==> src/rtl/sioq_pkg.sv <==
`timescale 1ns / 1ps
// ----------------------------------------------------------------------------
// sioq_pkg: shared types and constants for the sorted I/O request queue
// Payload structs, command and status codes, controller states and the
// command/status bundles between the controller and the datapath.
// ----------------------------------------------------------------------------
package sioq_pkg;

  localparam int unsigned QueueDepth = 64;
  localparam int unsigned IdxW       = $clog2(QueueDepth);
  localparam int unsigned OccW       = $clog2(QueueDepth + 1);
  localparam int unsigned SlotW      = 6;

  typedef enum logic [1:0] {
    CMD_INSERT = 2'd0,
    CMD_MERGE  = 2'd1,
    CMD_REMOVE = 2'd2,
    CMD_NONE   = 2'd3
  } cmd_e;

  typedef enum logic [2:0] {
    ST_INSERTED = 3'd0,
    ST_BACK     = 3'd1,
    ST_FRONT    = 3'd2,
    ST_NOMERGE  = 3'd3,
    ST_REMOVED  = 3'd4,
    ST_EMPTY    = 3'd5
  } status_e;

  typedef enum logic [1:0] {
    CFG_READ_LAT  = 2'd0,
    CFG_WRITE_LAT = 2'd1,
    CFG_MAX_SECT  = 2'd2
  } cfg_idx_e;

  typedef struct packed {
    logic [1:0]  cmd;
    logic [7:0]  device;
    logic [31:0] start_sector;
    logic [15:0] sector_count;
    logic        is_write;
    logic        locked;
    logic        skip_first;
  } req_t;

  typedef struct packed {
    logic [2:0]  status;
    logic [5:0]  slot;
    logic [7:0]  out_device;
    logic [31:0] out_sector;
    logic [15:0] out_count;
    logic        out_is_write;
  } rsp_t;

  typedef struct packed {
    logic [7:0]  device;
    logic [31:0] sector;
    logic [15:0] count;
    logic        is_write;
    logic        locked;
    logic [15:0] budget;
  } entry_t;

  typedef enum logic [3:0] {
    S_IDLE,
    S_INS_RD,
    S_INS_CHK,
    S_SHIFT_RD,
    S_SHIFT_WR,
    S_INS_WR,
    S_MRG_RD,
    S_MRG_CHK,
    S_AGE_RD,
    S_AGE_WR,
    S_MRG_WR,
    S_REM_RD,
    S_REM_WR,
    S_OUT
  } state_e;

  // Datapath operation selected by the controller
  typedef enum logic [3:0] {
    OP_NONE,
    OP_LATCH,     // capture request and start scan pointer
    OP_RD,        // issue read of entry at pointer
    OP_INS_STEP,  // insert scan: pass entry (age it) and step down
    OP_INS_STOP,  // insert scan: stop, place at pointer
    OP_SHIFT_UP,  // write entry read from pointer-1 to pointer, step down
    OP_INS_PUT,   // write new entry at place
    OP_MRG_STEP,  // merge scan: skip entry, step down
    OP_MRG_HIT,   // merge scan: record hit
    OP_AGE,       // write aged entry at pointer, step up
    OP_MRG_PUT,   // write merged entry at hit
    OP_REM_DOWN,  // write read entry to pointer-1, step up
    OP_RESULT     // load result register
  } op_e;

  typedef struct packed {
    op_e        op;
    status_e    status;
  } dp_cmd_t;

  typedef struct packed {
    cmd_e       cmd;
    logic       full;       // occupancy at depth
    logic       empty;
    logic       at_low;     // scan pointer reached lower bound
    logic       at_top;     // up-scan pointer reached occupancy
    logic       shift_done; // shift pointer reached place
    logic       ins_stop;   // read entry stops insert scan
    logic       mrg_skip;   // read entry not a candidate
    logic       mrg_back;   // back adjacency hit
    logic       mrg_abort;  // candidate with spent budget
    logic       mrg_front;  // front adjacency hit
    logic       hit_front;  // recorded hit was a front merge
    logic       out_free;   // result register empty or draining
  } dp_status_t;

endpackage

==> src/rtl/sioq_ctrl.sv <==
`timescale 1ns / 1ps
// ----------------------------------------------------------------------------
// sioq_ctrl: operation sequencer
// Walks one command through read/check/write steps over the entry memory.
// ----------------------------------------------------------------------------
module sioq_ctrl (
  input  logic                  clk_i,
  input  logic                  rst_ni,
  input  logic                  in_fire_i,
  input  sioq_pkg::dp_status_t  sts_i,
  output logic                  in_ready_o,
  output sioq_pkg::dp_cmd_t     cmd_o
);
  import sioq_pkg::*;

  state_e  state_q, state_d;
  status_e res_q, res_d;

  always_ff @(posedge clk_i or negedge rst_ni) begin
    if (!rst_ni) begin
      state_q <= S_IDLE;
      res_q   <= ST_INSERTED;
    end else begin
      state_q <= state_d;
      res_q   <= res_d;
    end
  end

  assign in_ready_o = (state_q == S_IDLE);

  // Next state and datapath command
  always_comb begin
    state_d       = state_q;
    res_d         = res_q;
    cmd_o.op      = OP_NONE;
    cmd_o.status  = res_q;
    unique case (state_q)
      S_IDLE: begin
        if (in_fire_i) begin
          cmd_o.op = OP_LATCH;
          state_d  = S_INS_RD;
        end
      end
      // Dispatch happens in the cycle after latch (cmd visible in status)
      S_INS_RD: begin
        unique case (sts_i.cmd)
          CMD_INSERT: begin
            if (sts_i.full) begin
              res_d = ST_EMPTY; state_d = S_OUT;
            end else if (sts_i.at_low) begin
              cmd_o.op = OP_INS_STOP; state_d = S_SHIFT_RD;
            end else begin
              cmd_o.op = OP_RD; state_d = S_INS_CHK;
            end
          end
          CMD_MERGE: begin
            if (sts_i.at_low) begin
              res_d = ST_NOMERGE; state_d = S_OUT;
            end else begin
              cmd_o.op = OP_RD; state_d = S_MRG_CHK;
            end
          end
          CMD_REMOVE: begin
            if (sts_i.empty) begin
              res_d = ST_EMPTY; state_d = S_OUT;
            end else begin
              cmd_o.op = OP_RD; state_d = S_REM_RD;
            end
          end
          default: state_d = S_IDLE;
        endcase
      end
      S_INS_CHK: begin
        if (sts_i.ins_stop) begin
          cmd_o.op = OP_INS_STOP; state_d = S_SHIFT_RD;
        end else begin
          cmd_o.op = OP_INS_STEP; state_d = S_INS_RD;
        end
      end
      S_SHIFT_RD: begin
        if (sts_i.shift_done) begin
          state_d = S_INS_WR;
        end else begin
          cmd_o.op = OP_RD; state_d = S_SHIFT_WR;
        end
      end
      S_SHIFT_WR: begin
        cmd_o.op = OP_SHIFT_UP; state_d = S_SHIFT_RD;
      end
      S_INS_WR: begin
        cmd_o.op = OP_INS_PUT; res_d = ST_INSERTED; state_d = S_OUT;
      end
      S_MRG_RD: begin
        if (sts_i.at_low) begin
          res_d = ST_NOMERGE; state_d = S_OUT;
        end else begin
          cmd_o.op = OP_RD; state_d = S_MRG_CHK;
        end
      end
      S_MRG_CHK: begin
        if (sts_i.mrg_skip) begin
          cmd_o.op = OP_MRG_STEP; state_d = S_MRG_RD;
        end else if (sts_i.mrg_back) begin
          cmd_o.op = OP_MRG_HIT; state_d = S_AGE_RD;
        end else if (sts_i.mrg_abort) begin
          res_d = ST_NOMERGE; state_d = S_OUT;
        end else if (sts_i.mrg_front) begin
          cmd_o.op = OP_MRG_HIT; state_d = S_AGE_RD;
        end else begin
          cmd_o.op = OP_MRG_STEP; state_d = S_MRG_RD;
        end
      end
      S_AGE_RD: begin
        if (sts_i.at_top) begin
          cmd_o.op = OP_RD; state_d = S_MRG_WR;
        end else begin
          cmd_o.op = OP_RD; state_d = S_AGE_WR;
        end
      end
      S_AGE_WR: begin
        cmd_o.op = OP_AGE; state_d = S_AGE_RD;
      end
      S_MRG_WR: begin
        cmd_o.op = OP_MRG_PUT;
        res_d    = sts_i.hit_front ? ST_FRONT : ST_BACK;
        state_d  = S_OUT;
      end
      S_REM_RD: begin
        // result comes from the head copy of slot 0; read and shift the rest down
        if (sts_i.at_top) begin
          res_d = ST_REMOVED; state_d = S_OUT;
        end else begin
          cmd_o.op = OP_RD; state_d = S_REM_WR;
        end
      end
      S_REM_WR: begin
        cmd_o.op = OP_REM_DOWN; state_d = S_REM_RD;
      end
      S_OUT: begin
        if (sts_i.out_free) begin
          cmd_o.op = OP_RESULT; state_d = S_IDLE;
        end
      end
      default: state_d = S_IDLE;
    endcase
  end

  ap_out_from_out: assert property (@(posedge clk_i) disable iff (!rst_ni)
      cmd_o.op == OP_RESULT |-> state_q == S_OUT)
    else $error("result loaded outside output state");
  ap_latch_idle: assert property (@(posedge clk_i) disable iff (!rst_ni)
      in_fire_i |-> state_q == S_IDLE)
    else $error("transaction accepted while busy");
  ap_out_to_idle: assert property (@(posedge clk_i) disable iff (!rst_ni)
      cmd_o.op == OP_RESULT |=> state_q == S_IDLE)
    else $error("no return to idle after result");

endmodule

==> config.mk <==
export PLATFORM = sky130hd
export DESIGN_NAME = sioq_ctrl
export DESIGN_NICKNAME = d
export VERILOG_FILES = /design/src/rtl/sioq_pkg.sv /design/src/rtl/sioq_ctrl.sv
export SDC_FILE = /design/constraint.sdc
export NUM_CORES = 1
export LEC_CHECK = 0
export ABC_AREA = 0
export ABC_CLOCK_PERIOD_IN_PS = 2480
export BUFFER_PORTS_ARGS = -buffer_cell sky130_fd_sc_hd__buf_2
export CAP_MARGIN = 20
export CORE_MARGIN = 5
export CORE_UTILIZATION = 29
export DETAILED_ROUTE_END_ITERATION = 7
export GPL_TIMING_DRIVEN = 0
export PLACE_DENSITY = 0.46
export SETUP_SLACK_MARGIN = 0.4
export SLEW_MARGIN = 10
export SYNTH_ARGS = -nofsm -noshare
export SYNTH_HDL_FRONTEND = slang
export SYNTH_SLANG_ARGS = --single-unit
export TNS_END_PERCENT = 50
==> constraint.sdc <==
create_clock -name clk_i -period 2.48 [get_ports clk_i]
set_input_delay 0.124 -clock clk_i [delete_from_list [all_inputs] [get_ports clk_i]]
set_output_delay 0.124 -clock clk_i [all_outputs]
set_load 0.05 [all_outputs]
# Yosys cells after proc, flatten, opt, wreduce, memory -nomap -nowiden
# Cells that the tools add are included.
# word_totals
reg_bits	7
inputBits	17
out_inout_bits	8
word_cells	73
# op_classes
eq_ne	24
muxes	41
reduce_logical	6
# op_table
cell	n
$pmux W4 S14	1
$mux W4	13
$pmux W4 S13	1
$mux W3	11
$eq A4 B4 Y1 const B	6
$pmux W3 S3	2
$pmux W3 S6	1
$eq A4 B3 Y1 const B	4
$mux W2	7
$ne A2 B2 Y1 const B	6
$pmux W4 S3	1
$eq A4 B2 Y1 const B	2
$reduce_and A8 Y1	1
$ne A3 B3 Y1 const B	2
$reduce_bool A6 Y1	1
$eq A4 B1 Y1 const B	1
$logic_not A4 Y1	1
$mux W1	4
$ne A4 B2 Y1 const B	1
$eq A2 B1 Y1 const B	1
$eq A2 B2 Y1 const B	1
$logic_not A2 Y1	1
$reduce_and A2 Y1	1
$reduce_or A2 Y1	1

# Logic depth before layout (Yosys ltp)
# depth
word_depth	5
mapped_depth	6

# Least setup slack after synthesis
# No wires, ideal clock.
# synth_path
kind	register to register
start	reg state_q[3]
end	reg state_q[0]
setup_time_ns	0.123
arrival_ns	2.636
setup_slack_ns	-0.279
stages_incl_launch_ff	6
n_path_buf	2
cell_sequence	dfrtp_1 > clkbuf_1 > clkbuf_1 > nor4_1 > nand2b_1 > o221a_2
# synth_between
elab_chain_len	3
elab_cells_between_ends	19
cone_classes	eq/ne: 15; mux: 1; reduce/logical: 3
# synth_lines
element	line_no	rtl
start: declaration	sioq_ctrl.sv:16	state_e state_q, state_d;
start signal: assignment	sioq_ctrl.sv:24	state_q <= state_d;
$logic_not A4 Y1 (*)	--	
named net in_ready_o	sioq_ctrl.sv:11	output logic in_ready_o,
$ne A2 B2 Y1 (no source line)	--	
$reduce_and A2 Y1 (no source line)	--	
# Mark *: on every way through the listed nets, which the timed path passes. The rest lies on a longest branch.
# A chain may end at the register's enable or synchronous reset.

==> key figures <==
Outcome
  • Status: finished, final reports clean

CTS
  • Clk buf depth: 2
  • Clk pin slew, worst setup/hold paths: around 40 ps
  • TritonCTS Buffers: 3
  • Worst skew pair latency: roughly 220 ps
  • CTS tree: done
  • Root Buffer: clkbuf_8
  • Clock sinks: 7
  • H-Tree Depth: 1

Layout
  • Multi-input logic area: ~850 um^2
  • Antenna diodes: 0
  • Area delta synth->final: 30.67%
  • Share of cells above drive strength 1: 27.12%
  • FILL cells: 380
  • Nets: between 200 and 250
  • Seq. cell area: about 180 um^2

Synthesis
  • Flops & latches, synth: 7
  • Yosys warns: 0
  • Predominant post-synthesis flop cell: dfrtp_1
  • Ys async rst share: 100.0%
  • Synth Net Count: roughly 170
  • Register area share after synthesis: 16.45%
  • Unique masters post-synth: 46
  • Post-synth EDFFs: 0
  • Synthesized area: roughly 1100 um^2
  • Cells after synthesis: 148
  • Syn avg cell area: just over 7 um^2

Setup path
  • Critical path fanouts, max: 10
  • Crit path kind: register to primary output
  • Cells along the critical path: buf_2 > buf_4 > buf_2 > a21oi_1 > or3_1 > buf_4
  • Crit-path max cell delay: slightly below 400 ps
  • Worst EP required: around 2400 ps
  • CP Capture Type: primary output
  • Crit-path slowest cell: or3_1
  • Buf/Inv on CP: 4
  • Crit-path leading delay family: buffers and inverters
  • Type of origin of the critical path: register
  • WP data arrival: 1930 ps

Placed design
  • GP Congestion: 0.8344
  • Detail Placement HPWL: between 2 and 3 mm
  • Input/output buffers: 23
  • Dpl ws: between 90 and 100 ps

Flow run
  • MaxCap Viol Count: 0

Global routing
  • First-pass GRT wire length: approximately 6.0 mm
  • Gr ovfl total: 0
  • Pin count of the biggest net entering global routing: 11
  • Vias in the first global route: about 1.3k
  • Initial antenna violation count: 0
  • Overall Global Routing Usage: around 14%

Die
  • Total core area: 3606 um^2
  • I/O pins: 25
  • Chip Height: ~70 um
  • Starting Density: 29.53%
  • Die X: about 71 um
  • Die area: about 5000 um^2
  • Row count: 22

Detailed routing
  • DR DRC count: 0
  • WL/cell: 16.05 um
  • Routed wire length: between 3 and 4 mm
  • Via count: 1267
  • Detail Route Antenna Nets: 0
  • DR pass1 iterations: 4
  • Iter 0 DRT Violations: between 100 and 150
  • Vias/cell: approximately 5.6

STA
  • TNS Setup: 0 ps
  • Worst slew pin tran: between 500 and 600 ps
  • Final hold vios: 0
  • # setup viols final: 0
  • Crit share post-route: 82.78%
  • RSZ-0062 raised after global routing: true
  • Max Clock Skew: ~2.8 ps
  • Fmax: ~490 MHz
  • Max Slew Vio Count: 0
  • Min Tclk post-route: between 2000 and 2500 ps
  • Max-slew headroom at the worst pin: 63.80%
  • Final worst slack: approximately 430 ps

Min path
  • Worst min-delay path class: input port to register

Power
  • Leak pwr: just under 0.6 nW
  • Peak VDD IR: between 0.0002 and 0.0003 V
  • P per Cell Area: 1306 nW/um^2
## through the flow
stage	cells	utilization, %	area (um^2)	power [W]	hold slack, ps
floorplan	148	-	1080	0.001178	-171.6
global placement	219	34.80	1255	0.001487	-42.93
detailed placement	219	34.80	1255	0.001480	-37.93
CTS	225	37.30	1345	0.001699	243.7
global route	225	38.58	1391	0.001936	269.0
finish	225	38.58	1391	0.001817	251.1
## where the power goes
part	internal [W]	leakage [nW]	switching (W)	total, W
Sequential	0.000171	0.0849	0.0000451	0.000216
Combinational	0.000547	0.483	0.000900	0.00145
Clock	0.000111	0.0228	0.0000438	0.000155
## repair_timing
| item | in CTS | in global routing |
|---|---|---|
| resized for setup | 16 | 31 |
| pin swaps | 1 | 1 |
| endpoints found under the setup margin | 9 | 6 |
| endpoints found under the hold margin | 7 | 0 |
| setup buffers | 1 | 0 |
| hold buffers | 1 | 0 |
## routing by layer
| metal | GRT usage [%] | wire length [um] | vias to the layer above |
|---|---|---|---|
| met5 | 0 | 0 | - |
| li1 | - | - | 612 |
| met2 | 23.70 | 1741 | 56 |
| met4 | 1.670 | 0 | 0 |
| met3 | 1.989 | 257 | 0 |
| met1 | 20.41 | 1612 | 599 |
## worst reg2reg max path: cells and delay by family (launching register included)
| kind | cells | cell delay (ps) |
|---|---|---|
| flip-flops | 1 | 410 |
| AO/OA/AOI/OAI | 2 | 540 |
| AND/OR/NAND/NOR | 2 | 980 |
## layout by cell type, fill, tap and decap left out, drive strengths merged, types with 2 or more instances in the layout
cell type / n
o221ai: 3
a221oi: 2
inv: 9
nor2: 8
nand3: 2
nand2: 12
or4b: 2
o311ai: 2
a211oi: 3
o32ai: 3
nor3b: 4
mux2: 2
or4: 2
a211o: 2
nor2b: 11
nand2b: 3
dfrtp: 7
o21ai: 9
o22ai: 2
nor3: 5
ha: 6
a21oi: 14
a2bb2oi: 2
a22o: 2
clkbuf: 9
o2bb2ai: 2
buf: 31
## layout make-up
type	instances	share of cell area [%]
multi-input cells	120	60.88
flip-flops and latches	7	12.59
repair buffers	25	10.79
plain buffers	12	5.755
well taps	48	4.317
clock buffers	4	3.237
inverters	9	2.428
## registers in the layout, indices dropped and copies added (netlist names)
name	flops
state_q	4
res_q	3
## logic make-up after synthesis
group	share of synthesized area (%)
buf+inv	7.403
mux	3.055
simple gates	30.79
fa+ha+maj	7.050
flops	16.45
compound gates	35.26
## cell usage after synthesis, drive strengths merged, types with 2 or more instances
| library cell | instances | area [um^2] |
|---|---|---|
| nor3 | 5 | 25.02 |
| nor2 | 8 | 30.03 |
| clkbuf | 11 | 41.29 |
| o21ai | 9 | 45.04 |
| a22o | 2 | 17.52 |
| a21oi | 14 | 70.07 |
| dfrtp | 7 | 175.2 |
| o32ai | 3 | 26.28 |
| o311ai | 2 | 17.52 |
| inv | 9 | 33.78 |
| nand2 | 12 | 45.04 |
| o2bb2ai | 2 | 17.52 |
| or4 | 2 | 18.77 |
| a211oi | 3 | 22.52 |
| a211o | 2 | 17.52 |
| mux2 | 2 | 22.52 |
| o22ai | 2 | 12.51 |
| nor2b | 11 | 68.82 |
| nor3b | 4 | 30.03 |
| ha | 6 | 75.07 |
| a221oi | 2 | 17.52 |
| nand2b | 3 | 18.77 |
| nand3 | 2 | 10.01 |
| or4b | 2 | 20.02 |
| o221ai | 3 | 26.28 |
| a2bb2oi | 2 | 17.52 |
## final timing paths
kind / depth (start not counted) / end / startpoint / slack, ps
max: 6 / cmd_o[4] / state_q[2] / 430
min: 4 / res_q[0] / sts_i[1] / 250
max reg2reg: 4 / res_q[2] / state_q[3] / 440
min reg2reg: 1 / res_q[2] / res_q[2] / 510
max in group asynchronous: 2 / res_q[1] / rst_ni / 2050
min in group asynchronous: 2 / state_q[1] / rst_ni / 270
Power figures use the tool's default switching activity.
